--- src/rtl/div32_pkg.sv ---
// types, constants and the shared restoring step of the 32-by-16 divider pipeline
package div32_pkg;

    localparam int QUOT_BITS       = 16;
    localparam int STEPS_PER_STAGE = 2;
    localparam int NUM_ITER_STAGES = QUOT_BITS / STEPS_PER_STAGE;

    // largest signed quotient magnitudes for a positive and a negative result
    localparam logic [15:0] Q_POS_MAX = 16'h7fff;
    localparam logic [15:0] Q_NEG_MAX = 16'h8000;

    localparam logic OP_UNSIGNED = 1'b0;
    localparam logic OP_SIGNED   = 1'b1;

    typedef struct packed {
        logic [31:0] acc;          // partial remainder above, dividend bits / quotient below
        logic [15:0] divisor_mag;
        logic [31:0] dividend;     // original register value for pass-through
        logic        signed_op;
        logic        q_neg;
        logic        r_neg;
        logic        pre_ovf;
        logic        trap;
        logic        old_n;
        logic        old_z;
        logic        old_c;
    } stage_t;

    typedef struct packed {
        logic [31:0] new_register;
        logic        register_written;
        logic        flag_n;
        logic        flag_z;
        logic        flag_v;
        logic        flag_c;
        logic        divide_trap;
    } result_t;

    // one restoring step: shift in the next dividend bit, subtract if it fits
    function automatic logic [31:0] div_step(logic [31:0] acc, logic [15:0] d);
        logic [16:0] rem;
        logic [17:0] diff;
        logic        q;
        rem  = {acc[31:16], acc[15]};
        diff = {1'b0, rem} - {2'b00, d};
        q    = ~diff[17];
        div_step = {(q ? diff[15:0] : rem[15:0]), acc[14:0], q};
    endfunction

endpackage

--- src/rtl/divide_32_by_16_with_flags.sv ---
// pipelined 32-by-16 unsigned/signed divide with condition flags
//
//  channel   signals                                              direction
//  input     in_valid, in_ready, operation, dividend, divisor,    in (ready out)
//            old_n, old_z, old_c
//  output    out_valid, out_ready, new_register, register_written, out (ready in)
//            flag_n, flag_z, flag_v, flag_c, divide_trap
//
// ten register stages: one setup stage for magnitudes and the overflow pre-check,
// eight stages of two restoring steps each, one result stage whose valid bit drives out_valid.
// one transaction is accepted per cycle unless a stall at the output has backed up to the input;
// clock rate is set by two chained 17-bit subtracts.
// rst_n clears only the valid bits; payload registers are not reset.
// a stall at the output holds each full stage with no empty stage after it; stages behind a gap still move.
module divide_32_by_16_with_flags
(
    input  logic        clk,
    input  logic        rst_n,
    input  logic        in_valid,
    output logic        in_ready,
    input  logic        operation,
    input  logic [31:0] dividend,
    input  logic [15:0] divisor,
    input  logic        old_n,
    input  logic        old_z,
    input  logic        old_c,
    output logic        out_valid,
    input  logic        out_ready,
    output logic [31:0] new_register,
    output logic        register_written,
    output logic        flag_n,
    output logic        flag_z,
    output logic        flag_v,
    output logic        flag_c,
    output logic        divide_trap
);

    localparam int NI   = div32_pkg::NUM_ITER_STAGES;
    localparam int LAST = NI + 1;   // index of the result stage

    div32_pkg::stage_t  stage_reg  [0:NI];
    div32_pkg::stage_t  stage_next [0:NI];
    div32_pkg::result_t result_reg;
    div32_pkg::result_t result_next;
    logic [LAST:0]      valid_reg;
    logic [LAST:0]      advance;

    // a stage loads when it is empty or its contents move on
    always_comb
    begin
        advance[LAST] = !valid_reg[LAST] || out_ready;
        for (int k = LAST - 1; k >= 0; k--)
        begin
            advance[k] = !valid_reg[k] || advance[k + 1];
        end
    end

    assign in_ready = advance[0];

    // setup: magnitudes, signs, quotient-fits pre-check
    always_comb
    begin
        logic [31:0] dvd_mag;
        logic [15:0] dvs_mag;
        logic        is_signed;
        is_signed = (operation == div32_pkg::OP_SIGNED);
        dvd_mag   = (is_signed && dividend[31]) ? (32'd0 - dividend) : dividend;
        dvs_mag   = (is_signed && divisor[15]) ? (16'd0 - divisor) : divisor;
        stage_next[0].acc         = dvd_mag;
        stage_next[0].divisor_mag = dvs_mag;
        stage_next[0].dividend    = dividend;
        stage_next[0].signed_op   = is_signed;
        stage_next[0].q_neg       = is_signed && (dividend[31] ^ divisor[15]);
        stage_next[0].r_neg       = is_signed && dividend[31];
        // quotient below 2^16 exactly when the upper half is below the divisor
        stage_next[0].pre_ovf     = (dvd_mag[31:16] >= dvs_mag);
        stage_next[0].trap        = (divisor == 16'd0);
        stage_next[0].old_n       = old_n;
        stage_next[0].old_z       = old_z;
        stage_next[0].old_c       = old_c;
    end

    for (genvar g = 1; g <= NI; g++)
    begin : g_iter
        always_comb
        begin
            logic [31:0] acc;
            acc = stage_reg[g - 1].acc;
            for (int s = 0; s < div32_pkg::STEPS_PER_STAGE; s++)
            begin
                acc = div32_pkg::div_step(acc, stage_reg[g - 1].divisor_mag);
            end
            stage_next[g]     = stage_reg[g - 1];
            stage_next[g].acc = acc;
        end
    end

    // fix signs, final overflow test, flags
    always_comb
    begin
        logic [15:0] qm;
        logic [15:0] rm;
        logic [15:0] q;
        logic [15:0] r;
        logic        ovf;
        qm  = stage_reg[NI].acc[15:0];
        rm  = stage_reg[NI].acc[31:16];
        q   = stage_reg[NI].q_neg ? (16'd0 - qm) : qm;
        r   = stage_reg[NI].r_neg ? (16'd0 - rm) : rm;
        ovf = stage_reg[NI].pre_ovf ||
              (stage_reg[NI].signed_op &&
               (stage_reg[NI].q_neg ? (qm > div32_pkg::Q_NEG_MAX)
                                    : (qm > div32_pkg::Q_POS_MAX)));
        result_next.new_register     = stage_reg[NI].dividend;
        result_next.register_written = 1'b0;
        result_next.flag_n           = stage_reg[NI].old_n;
        result_next.flag_z           = stage_reg[NI].old_z;
        result_next.flag_v           = 1'b0;
        result_next.flag_c           = stage_reg[NI].old_c;
        result_next.divide_trap      = 1'b0;
        if (stage_reg[NI].trap)
        begin
            result_next.divide_trap = 1'b1;
        end
        else if (ovf)
        begin
            result_next.flag_v = 1'b1;
        end
        else
        begin
            result_next.new_register     = {r, q};
            result_next.register_written = 1'b1;
            result_next.flag_n           = q[15];
            result_next.flag_z           = (q == 16'd0);
            result_next.flag_c           = 1'b0;
        end
    end

    always_ff @(posedge clk or negedge rst_n)
    begin
        if (!rst_n)
        begin
            valid_reg <= '0;
        end
        else
        begin
            if (advance[0])
            begin
                valid_reg[0] <= in_valid;
            end
            for (int k = 1; k <= LAST; k++)
            begin
                if (advance[k])
                begin
                    valid_reg[k] <= valid_reg[k - 1];
                end
            end
        end
    end

    always_ff @(posedge clk)
    begin
        for (int k = 0; k <= NI; k++)
        begin
            if (advance[k])
            begin
                stage_reg[k] <= stage_next[k];
            end
        end
        if (advance[LAST])
        begin
            result_reg <= result_next;
        end
    end

    assign out_valid        = valid_reg[LAST];
    assign new_register     = result_reg.new_register;
    assign register_written = result_reg.register_written;
    assign flag_n           = result_reg.flag_n;
    assign flag_z           = result_reg.flag_z;
    assign flag_v           = result_reg.flag_v;
    assign flag_c           = result_reg.flag_c;
    assign divide_trap      = result_reg.divide_trap;

    // an empty result stage must never block the input
    a_ready_when_drained: assert property (@(posedge clk) disable iff (!rst_n)
        !out_valid |-> in_ready)
        else $error("input stalled with an empty output stage");

    a_written_clean: assert property (@(posedge clk) disable iff (!rst_n)
        out_valid && register_written |-> !flag_v && !flag_c && !divide_trap)
        else $error("successful divide with V, C or trap set");

    a_written_flags: assert property (@(posedge clk) disable iff (!rst_n)
        out_valid && register_written |->
            (flag_n == new_register[15]) && (flag_z == (new_register[15:0] == 16'd0)))
        else $error("N/Z do not match stored quotient");

    a_trap_no_ovf: assert property (@(posedge clk) disable iff (!rst_n)
        out_valid && divide_trap |-> !flag_v && !register_written)
        else $error("zero divide reported with V or register write");

endmodule
--- config.mk ---
export PLATFORM = sky130hd
export DESIGN_NAME = divide_32_by_16_with_flags
export DESIGN_NICKNAME = d
export VERILOG_FILES = /design/src/rtl/div32_pkg.sv /design/src/rtl/divide_32_by_16_with_flags.sv
export SDC_FILE = /design/constraint.sdc
export NUM_CORES = 1
export LEC_CHECK = 0
export BUFFER_PORTS_ARGS = -buffer_cell sky130_fd_sc_hd__buf_2
export CORE_ASPECT_RATIO = 1.25
export CORE_UTILIZATION = 35
export CTS_CLUSTER_SIZE = 10
export DETAILED_ROUTE_END_ITERATION = 8
export PLACE_DENSITY = 0.54
export SLEW_MARGIN = 10
export SYNTH_ARGS = -nofsm -noshare
export SYNTH_HDL_FRONTEND = slang
export SYNTH_SLANG_ARGS = --single-unit
--- constraint.sdc ---
create_clock -name clk -period 8.8 [get_ports clk]
set_clock_uncertainty 0.2 [all_clocks]
set_input_delay 0.88 -clock clk [delete_from_list [all_inputs] [get_ports clk]]
set_output_delay 0.88 -clock clk [all_outputs]
set_load 0.01 [all_outputs]
==> reports/results.txt, run 1 <==
vias per cell: 4.87
Yosys cell types: 83
DRT antenna net count: 0
total wire length: 83200 µm
hold slack final: 0.195 ns
post-synthesis sequential area ratio: 59.8%
largest net degree at the start of global routing: 68
vias in the first global route: 24600
Worst Path Max Fanout: 18
Port Buffers: 95
Post-layout nets: 3682
Reg clk slew, reported paths: 0.06 ns
die area: 118000 µm²
worst rel slew slack: 32.3%
Area after DPL: 43300 µm²
Vias: 24100
crit path from: stage_reg[0][41]
ys async rst share: 1.23%
crit path time final: 6.52 ns
GRT Util Overall: 14.1%
total of fill cells in the finished design: 10900
FF-to-FF path depth: 19
post-synthesis register bit count: 816
Tcrit/Tclk final: 74.0%
Syn Area/Cell: 12.9 µm²
CTS root buffer: clkbuf_16
RR Startpoint: stage_reg[0][41]
multi-input logic area: 15400 µm²
H-tree depth: 3
unrepaired setup endpoints after global routing: false
cell area after layout: 46100 µm²
dominant cell by count in the synthesized netlist: edfxtp_1
initial antenna violation count: 8
Yosys top cell by area: edfxtp_1
FMAX: 153 MHz
synthesis-to-layout area growth: 12.7%
Crit Path Category: reg -> reg
Initial DRC Count: 1283
CTS buffer count: 95
max-cap violation count: 0
Final Max Tran Viols: 0
die width: 308 µm
first-pass GRT wire length: 132000 µm
Longest Clk Path Bufs: 3
GP Congestion: 0.830
ys flop type: edfxtp_1
Sum Neg Setup Slack: 0 ns
layout cells sized above 1: 10.5%
Clk Latency, worst-skew pair: 0.66 ns
CP peak stage delay: 0.52 ns
Gate Count Post-Synth: 3165
I/O pins: 96
FF-to-FF End: stage_reg[0][172]
CTS tree: built
critical-path cell list: inv_1, ha_1, nor2b_1, o31ai_1, a21oi_1, o211ai_1, a31oi_1, a21boi_2, buf_4, mux2_1, ha_1, a21oi_1, nand4_1, a21boi_1, o31ai_1, or3_1, a31oi_1, o211ai_2, mux2_2
die height: 384 µm
Pre-antenna DRT Iters: 5
Initial Util: 35.4%
register area: 24500 µm²
Final Util: 40.0%
dominant cells by area after synthesis: edfxtp_1 (59%), ha_1 (8.4%), xnor2_1 (2.9%)
FP Rows: 139
Synth top cells by count: edfxtp_1 (806), ha_1 (276), inv_1 (227)
clock sinks: 816
core area: 115000 µm²
Setup crit end kind: register
final hold vios: 0
share of Yosys cell area claimed by the top area cell type: 59.2%
Critical Path Start Type: register
Setup crit end: stage_reg[0][172]
crit path DAT: 6.67 ns
Mapped Area: 40900 µm²
post-DR wirelength/cell: 16.9 µm
Crit path required time: 8.95 ns
number of setup violations in the final report: 0
yosys warns: 0
Slowest cell on crit path: a21boi_2
GRT overflow: 0
cts repair resizes: 0
detailed-placement wirelength estimate: 62300 µm
status: finished clean
Syn Nets: 3513
max reg flops: 768
EDFF count, synth: 806
Residual DRC: 0
Slew @ Worst Pin: 1.01 ns
worst min path class: reg -> reg
reg-to-reg setup timing slack: 2.28 ns
-- repair_timing --
item	4_1_cts	5_1_grt
hold endpoints to repair	10	0
buffers inserted	0	0
hold buffers	1	0
-- how the worst min path moves through the flow --
stage                       from                end  slack (ns)  cells after the start
3_5_place_dp    stage_reg[0][18]  stage_reg[0][106]        0.20                      0
3_3_place_gp   stage_reg[0][235]  stage_reg[0][325]        0.20                      0
2_1_floorplan   stage_reg[0][12]  stage_reg[0][100]        0.20                      0
5_1_grt                    old_z    stage_reg[0][1]        0.17                      1
4_1_cts                    old_c    stage_reg[0][0]        0.15                      1
6_report        stage_reg[0][58]  stage_reg[0][148]        0.19                      0
-- worst max-delay path: cells and delay by family, from the launching register on --
| kind | cells | cell delay (ns) |
|---|---|---|
| AO/OA/AOI/OAI | 10 | 2.98 |
| multiplexers | 2 | 0.85 |
| adder cells (fa/ha/maj) | 2 | 0.65 |
| AND/OR/NAND/NOR | 3 | 0.64 |
| flip-flops | 1 | 0.45 |
| buffers and inverters | 2 | 0.44 |
-- final cells by class --
| cell class | instances | share of cell area [%] |
|---|---|---|
| inverters | 230 | 1.88 |
| clock buffers | 128 | 5.48 |
| clock inverters | 20 | 0.505 |
| flip-flops and latches | 816 | 53.1 |
| multi-input cells | 2075 | 33.5 |
| well taps | 1551 | 4.21 |
| repair buffers | 116 | 1.38 |
| diodes | 1 | 0.00543 |
-- per-stage QoR --
stage / instances / setup slack, ns
after floorplan: 3165 / 0.574
after global placement: 4787 / 2.21
after detailed placement: 4787 / 2.06
after CTS: 4936 / 2.06
after global routing: 4936 / 1.70
final: 4937 / 2.28
-- layer usage --
metal,global-route usage (%),vias up,routed length (µm)
li1,-,12100,-
met1,16.8,11500,35500
met2,25.5,328,42400
met3,2.24,128,2950
met4,4.76,6,2380
met5,0,-,31
-- cells in the final DEF, fill, tap and decap left out, drive strengths merged, types with 102 or more instances in the layout --
cell    synthesis  routed
a21oi         184     184
buf            17     115
clkbuf         27     128
edfxtp        806     806
ha            276     276
inv           230     231
mux2          137     137
nand2         198     198
nor2          197     197
o21ai         196     196
xnor2         135     135
xor2          102     102
-- logic make-up (layout without fill, tap and decap cells) --
group           after synthesis  after routing  synth area share [%]
xor+xnor                    237            237                  5.08
compound gates              702            702                  10.9
other cells                   0              1                     0
simple gates                683            683                  7.90
fa+ha+maj                   292            292                  9.23
mux                         161            161                  4.43
buf+inv                     274            494                  2.61
flops                       816            816                  59.8
Power of run 1 is not shown: default switching activity piles up to over one toggle a cycle in this logic, so the estimate is an artifact.
==> run 2, diff against run 1 <==
clock period = 6.35 ns   (was 8.8 ns; I/O delays follow)
==> reports/results.txt, run 2 (synthesis results as in run 1) <==
detailed-placement wirelength estimate: 62800 µm (was 62300 µm)
I/O pins: 96 (unchanged)
vias per cell: 4.83 (was 4.87)
max reg flops: 768 (unchanged)
Vias: 24100 (about the same)
initial antenna violation count: 5 (was 8)
Worst Path Max Fanout: 16 (was 18)
Crit Path Category: reg -> reg (unchanged)
CTS tree: built (unchanged)
die width: 308 µm (unchanged)
most frequent cells in the layout: edfxtp_1 (806), ha_1 (276), inv_1 (224) (unchanged)
Clk Latency, worst-skew pair: 0.66 ns (about the same)
Final Max Tran Viols: 0 (unchanged)
core area: 115000 µm² (unchanged)
Slew @ Worst Pin: 0.940 ns (was 1.01 ns)
clock sinks: 816 (unchanged)
Post-layout nets: 3719 (was 3682)
n_diodes: 0 (was 1)
die area: 118000 µm² (unchanged)
Pre-antenna DRT Iters: 5 (unchanged)
final hold vios: 0 (unchanged)
Crit path required time: 6.53 ns (was 8.95 ns)
register area: 24500 µm² (unchanged)
CTS buffer count: 96 (was 95)
Port Buffers: 95 (unchanged)
Critical Path Start Type: register (unchanged)
first-pass GRT wire length: 131000 µm (was 132000 µm)
multi-input logic area: 15400 µm² (about the same)
unrepaired setup endpoints after global routing: false (unchanged)
max-cap violation count: 0 (unchanged)
GRT Util Overall: 14.0% (was 14.1%)
post-DR wirelength/cell: 16.6 µm (was 16.9 µm)
Residual DRC: 0 (unchanged)
FP Rows: 139 (unchanged)
commonest non-fill, non-tap cell in the layout: edfxtp_1 (unchanged)
FMAX: 169 MHz (was 153 MHz)
number of setup violations in the final report: 0 (unchanged)
layout cells sized above 1: 11.2% (was 10.5%)
largest net degree at the start of global routing: 66 (was 68)
Tcrit/Tclk final: 93.3% (was 74.0%)
total of fill cells in the finished design: 10900 (about the same)
GRT overflow: 0 (unchanged)
status: finished clean (unchanged)
vias in the first global route: 24600 (about the same)
worst min path class: in -> reg (was reg -> reg)
total wire length: 82700 µm (was 83200 µm)
crit path DAT: 6.10 ns (was 6.67 ns)
Initial Util: 35.4% (unchanged)
CTS root buffer: clkbuf_16 (unchanged)
hold slack final: 0.0510 ns (was 0.195 ns)
Setup crit end kind: register (unchanged)
Reg clk slew, reported paths: 0.05 ns (was 0.06 ns)
GP Congestion: 0.831 (was 0.830)
H-tree depth: 3 (unchanged)
DRT antenna net count: 0 (unchanged)
Initial DRC Count: 1249 (was 1283)
synthesis-to-layout area growth: 13.8% (was 12.7%)
crit path time final: 5.93 ns (was 6.52 ns)
Longest Clk Path Bufs: 3 (unchanged)
worst rel slew slack: 37.3% (was 32.3%)
die height: 384 µm (unchanged)
==> run 2: what timing repair did <==
item,in CTS,in global routing
setup endpoints to repair,0,25
hold endpoints to repair,27,0
hold buffers,18,0
resized for setup,0,3
buffers inserted,0,0
==> run 2: area by class of cell <==
type	count	share of cell area [%]
sequential	816	52.6
multi-input combinational	2075	33.2
inverter	230	1.86
tap	1551	4.17
timing repair buffer	152	2.09
clock buffer	135	5.55
clock inverter	20	0.559
==> run 2: worst paths after layout <==
kind,from,cells after the start,endpoint,slack [ns]
max,stage_reg[0][217],21,stage_reg[0][339],0.42
min in group asynchronous,rst_n,2,valid_reg[9],0.16
min,dividend[0],1,stage_reg[0][56],0.05
max reg2reg,stage_reg[0][217],21,stage_reg[0][339],0.42
max in group asynchronous,rst_n,2,valid_reg[0],5.58
min reg2reg,stage_reg[0][146],0,stage_reg[0][236],0.18
==> run 2: metal layers <==
metal	share of wire [%]	wire length, µm	vias to the layer above	track usage [%]
li1	-	-	12200	-
met1	42	34700	11400	16.5
met2	51	42400	335	25.4
met3	3.4	2830	140	2.10
met4	3.3	2730	8	5.49
met5	0.064	53	-	0
==> run 2: critical path, stage by stage (launching register included) <==
cell and delay (ns):
edfxtp_1 0.46, inv_1 0.10, ha_1 0.29, nor2b_1 0.14, o31a_1 0.27, o31a_1 0.33
o211ai_2 0.26, o21ai_1 0.14, a311oi_4 0.52, nor2_1 0.08, a21oi_1 0.28, inv_1 0.08
ha_1 0.27, nor2b_1 0.14, o31ai_1 0.41, a21o_1 0.29, o21ba_2 0.20, o211ai_1 0.15
o31a_1 0.28, nand2_1 0.10, nand2_2 0.26, mux2_1 0.40
==> run 2: stage by stage <==
stage	area [µm²]	utilization, %	TNS, ns	cells	worst slack [ns]
3_3_place_gp	43500	37.7	0	4806	0.383
2_1_floorplan	40900	-	-69.64	3165	-0.520
3_5_place_dp	43500	37.7	0	4806	0.296
6_report	46500	40.3	0	4979	0.424
5_1_grt	46500	40.3	0	4979	0.0119
4_1_cts	46500	40.3	0	4979	0.262
Power of run 2 is left out for the same reason.
